`config.mk`:
```
export PLATFORM = sky130hd
export DESIGN_NAME = sfcd_ctrl
export DESIGN_NICKNAME = d
export VERILOG_FILES = /design/src/sfcd_pkg.sv /design/src/sfcd_ctrl.sv
export SDC_FILE = /design/constraint.sdc
export NUM_CORES = 1
export LEC_CHECK = 0
export BUFFER_PORTS_ARGS = -buffer_cell sky130_fd_sc_hd__buf_2
export CORE_MARGIN = 2
export CORE_UTILIZATION = 40
export CTS_CLUSTER_DIAMETER = 80
export DETAILED_ROUTE_END_ITERATION = 6
export GPL_ROUTABILITY_DRIVEN = 1
export PLACE_DENSITY = 0.66
export SYNTH_ARGS = -nofsm -noshare
export SYNTH_HDL_FRONTEND = slang
export SYNTH_SLANG_ARGS = --single-unit
```
`constraint.sdc`:
```
create_clock -name clock -period 1.6 [get_ports clock]
set_clock_uncertainty 0.1 [all_clocks]
set_input_delay 0.16 -clock clock [delete_from_list [all_inputs] [get_ports clock]]
set_output_delay 0.16 -clock clock [all_outputs]
set_load 0.02 [all_outputs]
```
`src/sfcd_pkg.sv`:
```
// Shared types, constants and helper functions of the stereo flanger with cubic delay read.
package sfcd_pkg;

   localparam int SAMPLE_BITS         = 24;
   localparam int DELAY_FRACTION_BITS = 8;
   localparam int DELAY_DEPTH         = 2048;
   localparam int LFO_BITS            = 16;

   localparam int DELAY_BITS = 18;
   localparam int FB_BITS    = 16;
   localparam int MIX_BITS   = 17;
   localparam int GAIN_BITS  = 16;
   localparam int MIX_SHIFT  = 16;
   localparam int GAIN_SHIFT = 14;

   localparam int CSR_INDEX_BITS = 3;
   localparam int CSR_DATA_BITS  = 18;

   localparam logic [CSR_INDEX_BITS-1:0] CSR_BASE_DELAY    = 3'd0;
   localparam logic [CSR_INDEX_BITS-1:0] CSR_SWEEP_WIDTH   = 3'd1;
   localparam logic [CSR_INDEX_BITS-1:0] CSR_FEEDBACK_GAIN = 3'd2;
   localparam logic [CSR_INDEX_BITS-1:0] CSR_WET_MIX       = 3'd3;
   localparam logic [CSR_INDEX_BITS-1:0] CSR_OUTPUT_GAIN   = 3'd4;

   localparam logic [DELAY_BITS-1:0] BASE_DELAY_RESET    = 18'd30720;
   localparam logic [DELAY_BITS-1:0] SWEEP_WIDTH_RESET   = 18'd122880;
   localparam logic [FB_BITS-1:0]    FEEDBACK_GAIN_RESET = 16'd0;
   localparam logic [MIX_BITS-1:0]   WET_MIX_RESET       = 17'd65536;
   localparam logic [GAIN_BITS-1:0]  OUTPUT_GAIN_RESET   = 16'd16384;

   typedef struct packed {
      logic signed [SAMPLE_BITS-1:0] left_in;
      logic signed [SAMPLE_BITS-1:0] right_in;
      logic [LFO_BITS-1:0]           lfo_level;
   } req_beat_type;

   typedef struct packed {
      logic signed [SAMPLE_BITS-1:0] left_out;
      logic signed [SAMPLE_BITS-1:0] right_out;
   } rsp_beat_type;

   typedef enum logic [3:0] {
      ST_IDLE,
      ST_SWEEP,
      ST_CLAMP,
      ST_POINT,
      ST_READ,
      ST_DRAIN,
      ST_COEF,
      ST_HMUL,
      ST_HADD,
      ST_WET,
      ST_SCALE,
      ST_MIX,
      ST_GAIN,
      ST_DONE
   } state_type;

   typedef struct packed {
      logic       load_in;
      logic       sweep;
      logic       clamp;
      logic       point;
      logic       rd_en;
      logic [1:0] step;
      logic       coef;
      logic       h_mul;
      logic       h_add;
      logic       wet;
      logic       scale;
      logic       mix;
      logic       gain;
      logic       commit;
   } ctrl_cmd_type;

   typedef struct packed {
      logic out_free;
   } ctrl_stat_type;

   // Clamp to the signed sample range.
   function automatic logic signed [SAMPLE_BITS-1:0] sat_sample(input logic signed [63:0] x);
      logic signed [63:0] hi;
      logic signed [63:0] lo;
      hi = (64'sd1 <<< (SAMPLE_BITS - 1)) - 64'sd1;
      lo = -(64'sd1 <<< (SAMPLE_BITS - 1));
      priority if (x > hi) begin
         return hi[SAMPLE_BITS-1:0];
      end else if (x < lo) begin
         return lo[SAMPLE_BITS-1:0];
      end else begin
         return x[SAMPLE_BITS-1:0];
      end
   endfunction

endpackage

```
`src/sfcd_ctrl.sv`:
```
// Sequencer that steps one item through delay calculation, store reads and arithmetic.
module sfcd_ctrl (
   input  logic                   clock,
   input  logic                   reset,
   input  logic                   req_valid,
   output logic                   req_stall,
   input  sfcd_pkg::ctrl_stat_type stat,
   output sfcd_pkg::ctrl_cmd_type  cmd
);

   localparam logic [1:0] READ_LAST   = 2'd3;
   localparam logic [1:0] HORNER_LAST = 2'd2;

   sfcd_pkg::state_type state_ff;
   sfcd_pkg::state_type state_in;
   logic [1:0]          step_ff;
   logic [1:0]          step_in;

   always_ff @(posedge clock) begin
      if (reset) begin
         state_ff <= sfcd_pkg::ST_IDLE;
         step_ff  <= 2'd0;
      end else begin
         state_ff <= state_in;
         step_ff  <= step_in;
      end
   end

   always_comb begin
      state_in  = state_ff;
      step_in   = step_ff;
      cmd       = '0;
      req_stall = 1'b1;
      unique case (state_ff)
         sfcd_pkg::ST_IDLE: begin
            req_stall = 1'b0;
            if (req_valid) begin
               cmd.load_in = 1'b1;
               state_in    = sfcd_pkg::ST_SWEEP;
            end
         end
         sfcd_pkg::ST_SWEEP: begin
            cmd.sweep = 1'b1;
            state_in  = sfcd_pkg::ST_CLAMP;
         end
         sfcd_pkg::ST_CLAMP: begin
            cmd.clamp = 1'b1;
            state_in  = sfcd_pkg::ST_POINT;
         end
         sfcd_pkg::ST_POINT: begin
            cmd.point = 1'b1;
            step_in   = 2'd0;
            state_in  = sfcd_pkg::ST_READ;
         end
         sfcd_pkg::ST_READ: begin
            cmd.rd_en = 1'b1;
            cmd.step  = step_ff;
            if (step_ff == READ_LAST) begin
               step_in  = 2'd0;
               state_in = sfcd_pkg::ST_DRAIN;
            end else begin
               step_in = step_ff + 2'd1;
            end
         end
         sfcd_pkg::ST_DRAIN: begin
            state_in = sfcd_pkg::ST_COEF;
         end
         sfcd_pkg::ST_COEF: begin
            cmd.coef = 1'b1;
            step_in  = 2'd0;
            state_in = sfcd_pkg::ST_HMUL;
         end
         sfcd_pkg::ST_HMUL: begin
            cmd.h_mul = 1'b1;
            state_in  = sfcd_pkg::ST_HADD;
         end
         sfcd_pkg::ST_HADD: begin
            cmd.h_add = 1'b1;
            cmd.step  = step_ff;
            if (step_ff == HORNER_LAST) begin
               step_in  = 2'd0;
               state_in = sfcd_pkg::ST_WET;
            end else begin
               step_in  = step_ff + 2'd1;
               state_in = sfcd_pkg::ST_HMUL;
            end
         end
         sfcd_pkg::ST_WET: begin
            cmd.wet  = 1'b1;
            state_in = sfcd_pkg::ST_SCALE;
         end
         sfcd_pkg::ST_SCALE: begin
            cmd.scale = 1'b1;
            state_in  = sfcd_pkg::ST_MIX;
         end
         sfcd_pkg::ST_MIX: begin
            cmd.mix  = 1'b1;
            state_in = sfcd_pkg::ST_GAIN;
         end
         sfcd_pkg::ST_GAIN: begin
            cmd.gain = 1'b1;
            state_in = sfcd_pkg::ST_DONE;
         end
         sfcd_pkg::ST_DONE: begin
            // hold until the output register can take the beat
            if (stat.out_free) begin
               cmd.commit = 1'b1;
               state_in   = sfcd_pkg::ST_IDLE;
            end
         end
         default: begin
            state_in = sfcd_pkg::ST_IDLE;
         end
      endcase
   end

endmodule

```
==> results of run 1 <==
registers in the layout, indices dropped and copies added (netlist names):
register / flops
state_ff: 4
step_ff: 2
report_power, final:
part / internal (mW) / switching (mW)
Clock: 0.0860 / 0.0723
Sequential: 0.166 / 0.0247
Combinational: 0.128 / 0.141
Total: 0.380 / 0.238
layout make-up:
type / instances / area, µm² / share of cell area [%]
repair buffers: 34 / 229 / 26.3
clock buffers: 3 / 22.5 / 2.58
inverters: 6 / 25.0 / 2.87
well taps: 15 / 18.8 / 2.15
multi-input cells: 62 / 447 / 51.2
flip-flops and latches: 6 / 130 / 14.9
synthesized netlist by cell type (all sizes together):
library cell,count
o21a,1
nand4bb,1
nand3,1
o2111ai,1
a2bb2oi,1
nand3b,1
a31oi,2
or4b,1
or3,1
ha,4
nand2b,5
buf,3
and2,2
nand2,6
o31a,1
nor3b,1
and3,2
dfxtp,6
clkbuf,3
inv,6
a21oi,4
a2111oi,1
o41ai,1
o21ai,3
o221a,1
nor2b,2
nor2,12
nor3,3
or2,1
o2111a,1
mux2i,1
mux2,1
per-layer routing:
layer  part of all wire [%]  global-route usage [%]  vias to the layer above
met5                      0                       0                        -
met3                    4.8                    6.47                        4
li1                       -                       -                      349
met1                     47                    26.5                      310
met2                     45                    32.0                       23
met4                    3.4                    16.9                        0
kinds of logic after synthesis:
logic type,count (synthesis)
AOI/OAI and AO/OA,17
adders and majority gates,4
buffers and inverters,12
DFF,6
muxes,2
and+or+nand+nor,39
stage by stage:
stage	power, mW	TNS [ps]	utilization (%)	hold WS [ps]
after floorplan	0.344	0	-	150
after global placement	0.421	0	56.1	267
after detailed placement	0.424	0	56.1	276
after CTS	0.598	-21.0	62.7	3.52
after global routing	0.662	-129	65.4	188
final	0.618	-58.7	65.4	159
tightest hold or removal path, delay by kind of cell:
kind                   cells  cell delay (ps)
buffers and inverters      1               80
muxes                      1               60
and+or+nand+nor            2              180
how the worst min path moves through the flow:
stage,end,cells past startpoint,from
floorplan,state_ff[2],1,reset
CTS,state_ff[2],2,reset
finish,state_ff[0],4,req_valid
global placement,state_ff[2],2,reset
detailed placement,state_ff[2],2,reset
global route,state_ff[0],3,stat
timing repair:
item,CTS,global route
setup endpoints to repair,4,7
pin swaps,1,4
endpoints found under the hold margin,0,1
hold buffers,0,1
resized for setup,14,8
buffers inserted,3,0
==> impl_results.md, run 1 <==
* # IOs at 20
* Synth top area share at between 20% and 30%
* GR Util All Layers at between 20% and 30%
* Post-Synth Simple-Gate Area at between 30% and 40%
* Initial Utilization at around 44%
* Syn Inst Count at 80
* Critical path launch point: state_ff[3]
* Max Freq at ~0.61 GHz
* Via count at 686
* Tightest Hold Check Type: in2reg
* Biggest area consumer among synthesized cells: dfxtp_1
* Critical Path AT at between 1500 and 2000 ps
* Crit-path max cell delay at between 300 and 400 ps
* Clock latency on the worst-skew pair at between 200 and 300 ps
* Crit path capture type: register
* Slowest cell on the critical path: or3_4
* Final WL at about 1800 µm
* RR Startpoint: state_ff[3]
* Syn Std Cell Area at 591 µm²
* Slew Limit Headroom at between 70% and 80%
* Remaining DRCs at 0
* Synth Net Count at 88
* Critical-path cell list: or4b_4, inv_4, buf_4, or3_4, o221a_1
* Largest family of logic cells by synthesized area: simple AND/OR/NAND/NOR gates
* Routed WL per cell at ~14 µm
* Fin crit share at 102%
* CP Launch Type: register
* First-pass GRT wire length at approximately 2800 µm
* Largest net degree at the start of global routing at 9
* Core footprint at roughly 0.0013 mm²
* CP Depth at 5
* Bufs and invs on worst path at 2
* DIE WIDTH at 42.4 µm
* Complex-gate fraction of the synthesized area at roughly a fifth
* Nets at 121
* Reg clk slew, reported paths at 60 ps
* Root Driver: clkbuf_4
* Critical Path RT at around 1700 ps
* Final Cell Area at just under 900 µm²
* Final worst slack at -30.5 ps
* Drt pass-1 iters at 4
* Leakage at approximately 0.42 nW
* Layout cells sized above 1 at a little under half
* Power per Cell Area at slightly above 700 mW/mm²
* Commonest non-fill, non-tap cell in the layout: buf_2
* Final setup vio count at 2
* Flop2flop setup slack at -30 ps
* Avg Synthesized Cell Area at 7.38 µm²
* Most frequent cells in the layout: buf_2 (16), buf_4 (14), nor2_1 (11), nand2_1 (6)
* Reg2reg path depth at 5
* Maxcap violations at 0
* Syn. warnings at 0
* Placed insts at ~120
* Grt ovf at 0
* Max IR drop VDD at 316 µV
* Adder-Cell Fraction of Synth Area at around 8.5%
* Final Hold Viols at 0
* Status: finished, violations left
* Least-Margin Pin Slew at ~340 ps
* Failing checks: setup timing
* Crit Path Max Fanout at 8
* Cell family with most CP delay: simple AND/OR/NAND/NOR gates
* R2R Path End: step_ff[1]
* Vias in the first global route at between 600 and 700
* Routability cong. at between 0.8 and 0.9
* Dpl cell area at around 750 µm²
* H-tree depth at 1
* RSZ-0062 raised after global routing: yes
* Routed Antenna Nets at 0
* Pre-CTS WS at 70.1 ps
* CTS Buf Count at 3
* Filler cells at roughly 120
* TritonCTS clock tree: built
* Via density per instance at between 5 and 6
* Number of antenna violations at the first check in global routing at 0
* Setup Crit Path Kind: reg2reg
* Full die area at 0.00180 mm²
* I/O Buffers at 19
* Area contributors post-synth: dfxtp_1 (20%), ha_1 (8.5%), nor2_1 (7.6%)
* Crit path to: step_ff[1]
* CTS max path bufs at 2
* Area grow syn2layout at 47.7%
* Final cell count without fillers at about 130
* Num Clock Sinks at 6
* Period minus WS final at roughly 1600 ps
* Post-DP HPWL at around 1200 µm
* Diodes inserted at 0
* Slew Limit Fails at 0
* Number of synthesized register bits at 6
* Netlist cell types at 35
* Die height at approximately 42 µm
* Seq/Total Area, Yosys at about a fifth
* Mux share of post-synthesis cell area at 3.60%
* Initial drt markers at 12
* Xor-xnor portion of the synthesized cell area at 0%
* Site Rows at 13
Note: power is estimated with default switching activity, not from simulation.
==> inputs of run 2 (changes only) <==
--- a/config.mk
+++ b/config.mk
@@ -5,12 +5,14 @@
 export SDC_FILE = /design/constraint.sdc
 export NUM_CORES = 1
 export LEC_CHECK = 0
+export ABC_CLOCK_PERIOD_IN_PS = 1600
 export BUFFER_PORTS_ARGS = -buffer_cell sky130_fd_sc_hd__buf_2
 export CORE_MARGIN = 2
 export CORE_UTILIZATION = 40
 export CTS_CLUSTER_DIAMETER = 80
 export DETAILED_ROUTE_END_ITERATION = 6
 export GPL_ROUTABILITY_DRIVEN = 1
+export GPL_TIMING_DRIVEN = 0
 export PLACE_DENSITY = 0.66
 export SYNTH_ARGS = -nofsm -noshare
 export SYNTH_HDL_FRONTEND = slang
==> run 2 against run 1 <==
  * The run still ends with setup timing left
  * Non-clock buffer count shrank 1
  * Wire length shrank 8.0%
  * Via count grew 1.3%
  * Cell count shrank 0.79%
  * Core utilization grew 0.66 points
  * Worst setup slack gained 8.1 ps
  * Fmax grew 0.50%
  * Worst hold slack lost 140 ps
  * Design area grew 1.0%
  * Largest power group unchanged
==> impl_results.md, run 2 (synthesis results as in run 1) <==
* Hold Crit Endpoint: state_ff[2]
* Crit Path Max Fanout at 4
* Area grow syn2layout at 49.2%
* Least-Margin Pin Slew at around 320 ps
* Final worst slack at -22.4 ps
* Site Rows at 13
* Setup Crit Path Kind: reg2out
* Fin Setup TNS at -43.7 ps
* Leakage at 0.420 nW
* Layout cells sized above 1 at between 40% and 50%
* First-pass GRT wire length at ~2600 µm
* Crit path capture type: output pin
* Critical Path RT at about 1300 ps
* Commonest non-fill, non-tap cell in the layout: buf_2
* Post-DP HPWL at 1060 µm
* Max FFs per register at 4
* WHS Path Cells at 2
* Maxcap violations at 0
* DIE WIDTH at between 40 and 50 µm
* Root Driver: clkbuf_4
* Slew Limit Headroom at 78.8%
* Fin crit share at 101%
* Grt ovf at 0
* Critical Path AT at about 1400 ps
* TritonCTS clock tree: built
* Largest net degree at the start of global routing at 11
* Clock latency on the worst-skew pair at between 200 and 300 ps
* Remaining DRCs at 0
* Status: finished, violations left
* Diodes inserted at 0
* Routability cong. at roughly 0.83
* # IOs at 20
* CP Launch Type: register
* Core footprint at roughly 0.0013 mm²
* Initial Utilization at 44.3%
* Full die area at roughly 0.0018 mm²
* CTS max path bufs at 2
* Slowest cell on the critical path: dfxtp_4
* Period minus WS final at between 1500 and 2000 ps
* Flop2flop setup slack at roughly 60 ps
* R2R Path End: step_ff[1]
* H-tree depth at 1
* Initial drt markers at 20
* RR Startpoint: state_ff[1]
* Placed insts at 114
* Final Hold Viols at 0
* Top Registers: state_ff (4), step_ff (2)
* Routed WL per cell at roughly 13 µm
* Final WL at roughly 1600 µm
* Tightest Hold Check Type: in2reg
* CTS Buf Count at 3
* Power per Cell Area at 698 mW/mm²
* Post-layout util at 66.0%
* Num Clock Sinks at 6
* Max IR drop VDD at approximately 420 µV
* Via density per instance at around 5.6
* Crit-path max cell delay at approximately 350 ps
* Min-delay src: reset
* Reg clk slew, reported paths at approximately 40 ps
* Failing checks: setup timing
* Final cell count without fillers at about 130
* GR Util All Layers at around a fifth
* Vias in the first global route at 635
* Nets at 120
* Die height at around 42 µm
* Routed Antenna Nets at 0
* Slew Limit Fails at 0
* Number of antenna violations at the first check in global routing at 0
* Max Freq at 0.616 GHz
* Final setup vio count at 3
* Largest Register: state_ff
* RSZ-0062 raised after global routing: yes
* Reg2reg path depth at 4
* Critical-path cell list: buf_8, or2_4, a21oi_4, and2_4, buf_6
* I/O Buffers at 19
* Filler cells at ~120
* Via count at slightly below 700
* Drt pass-1 iters at 4
* Most frequent cells in the layout: buf_2 (15), nor2_1 (10), buf_4 (10), buf_6 (5), nand2_1 (5)
==> run 2: power breakdown <==
part	switching, mW	internal [mW]	leakage (nW)
sequential	0.0211	0.168	0.0511
combinational	0.146	0.135	0.355
clock	0.0600	0.0852	0.0138
total	0.227	0.388	0.420
==> run 2: worst max-delay path: cells and delay by family, from the launching register on <==
family                 cells  cell delay, ps
and+or+nand+nor            2             420
buffers and inverters      2             220
AOI/OAI and AO/OA          1             120
DFF                        1             350
==> run 2: worst max path at each step <==
stage | from | slack, ps | endpoint | depth (start not counted)
floorplan | state_ff[3] | 100 | step_ff[1] | 5
global placement | state_ff[0] | -10 | cmd[8] | 5
detailed placement | state_ff[0] | -20 | cmd[9] | 5
CTS | state_ff[3] | -10 | cmd[5] | 4
global route | state_ff[0] | -80 | cmd[8] | 5
finish | state_ff[0] | -20 | cmd[9] | 5
==> run 2: final cells by class <==
| cell class | count | area (µm²) | area share, % |
|---|---|---|---|
| buffer | 5 | 58.8 | 6.68 |
| clock buffer | 3 | 22.5 | 2.56 |
| inverter | 6 | 25.0 | 2.84 |
| multi-input combinational | 62 | 444 | 50.4 |
| sequential | 6 | 128 | 14.5 |
| tap | 15 | 18.8 | 2.13 |
| timing repair buffer | 28 | 184 | 20.9 |
==> run 2: metrics by stage <==
stage               setup slack (ps)  hold slack (ps)  instance area [µm²]  total power, mW
floorplan                        103              150                  591            0.344
global placement               -14.4              277                  704            0.398
detailed placement             -15.3              277                  704            0.400
CTS                            -12.6             20.8                  847            0.585
global route                   -83.8             14.2                  881            0.655
finish                         -22.4             14.4                  881            0.615
==> run 2: repair_timing <==
item / CTS / global route
buffers inserted: 9 / 0
pin swaps: 3 / 2
cloned: 0 / 0
hold buffers: 0 / 0
gates resized for setup: 19 / 17
endpoints found under the setup margin: 15 / 8
==> run 2: layer usage <==
layer | vias to the layer above | wire [µm] | share of wire (%) | track usage [%]
met3 | 10 | 94 | 5.8 | 3.45
li1 | 341 | - | - | -
met2 | 32 | 737 | 45 | 31.4
met1 | 312 | 747 | 46 | 22.6
met4 | 0 | 53 | 3.2 | 10.6
met5 | - | 0 | 0 | 0
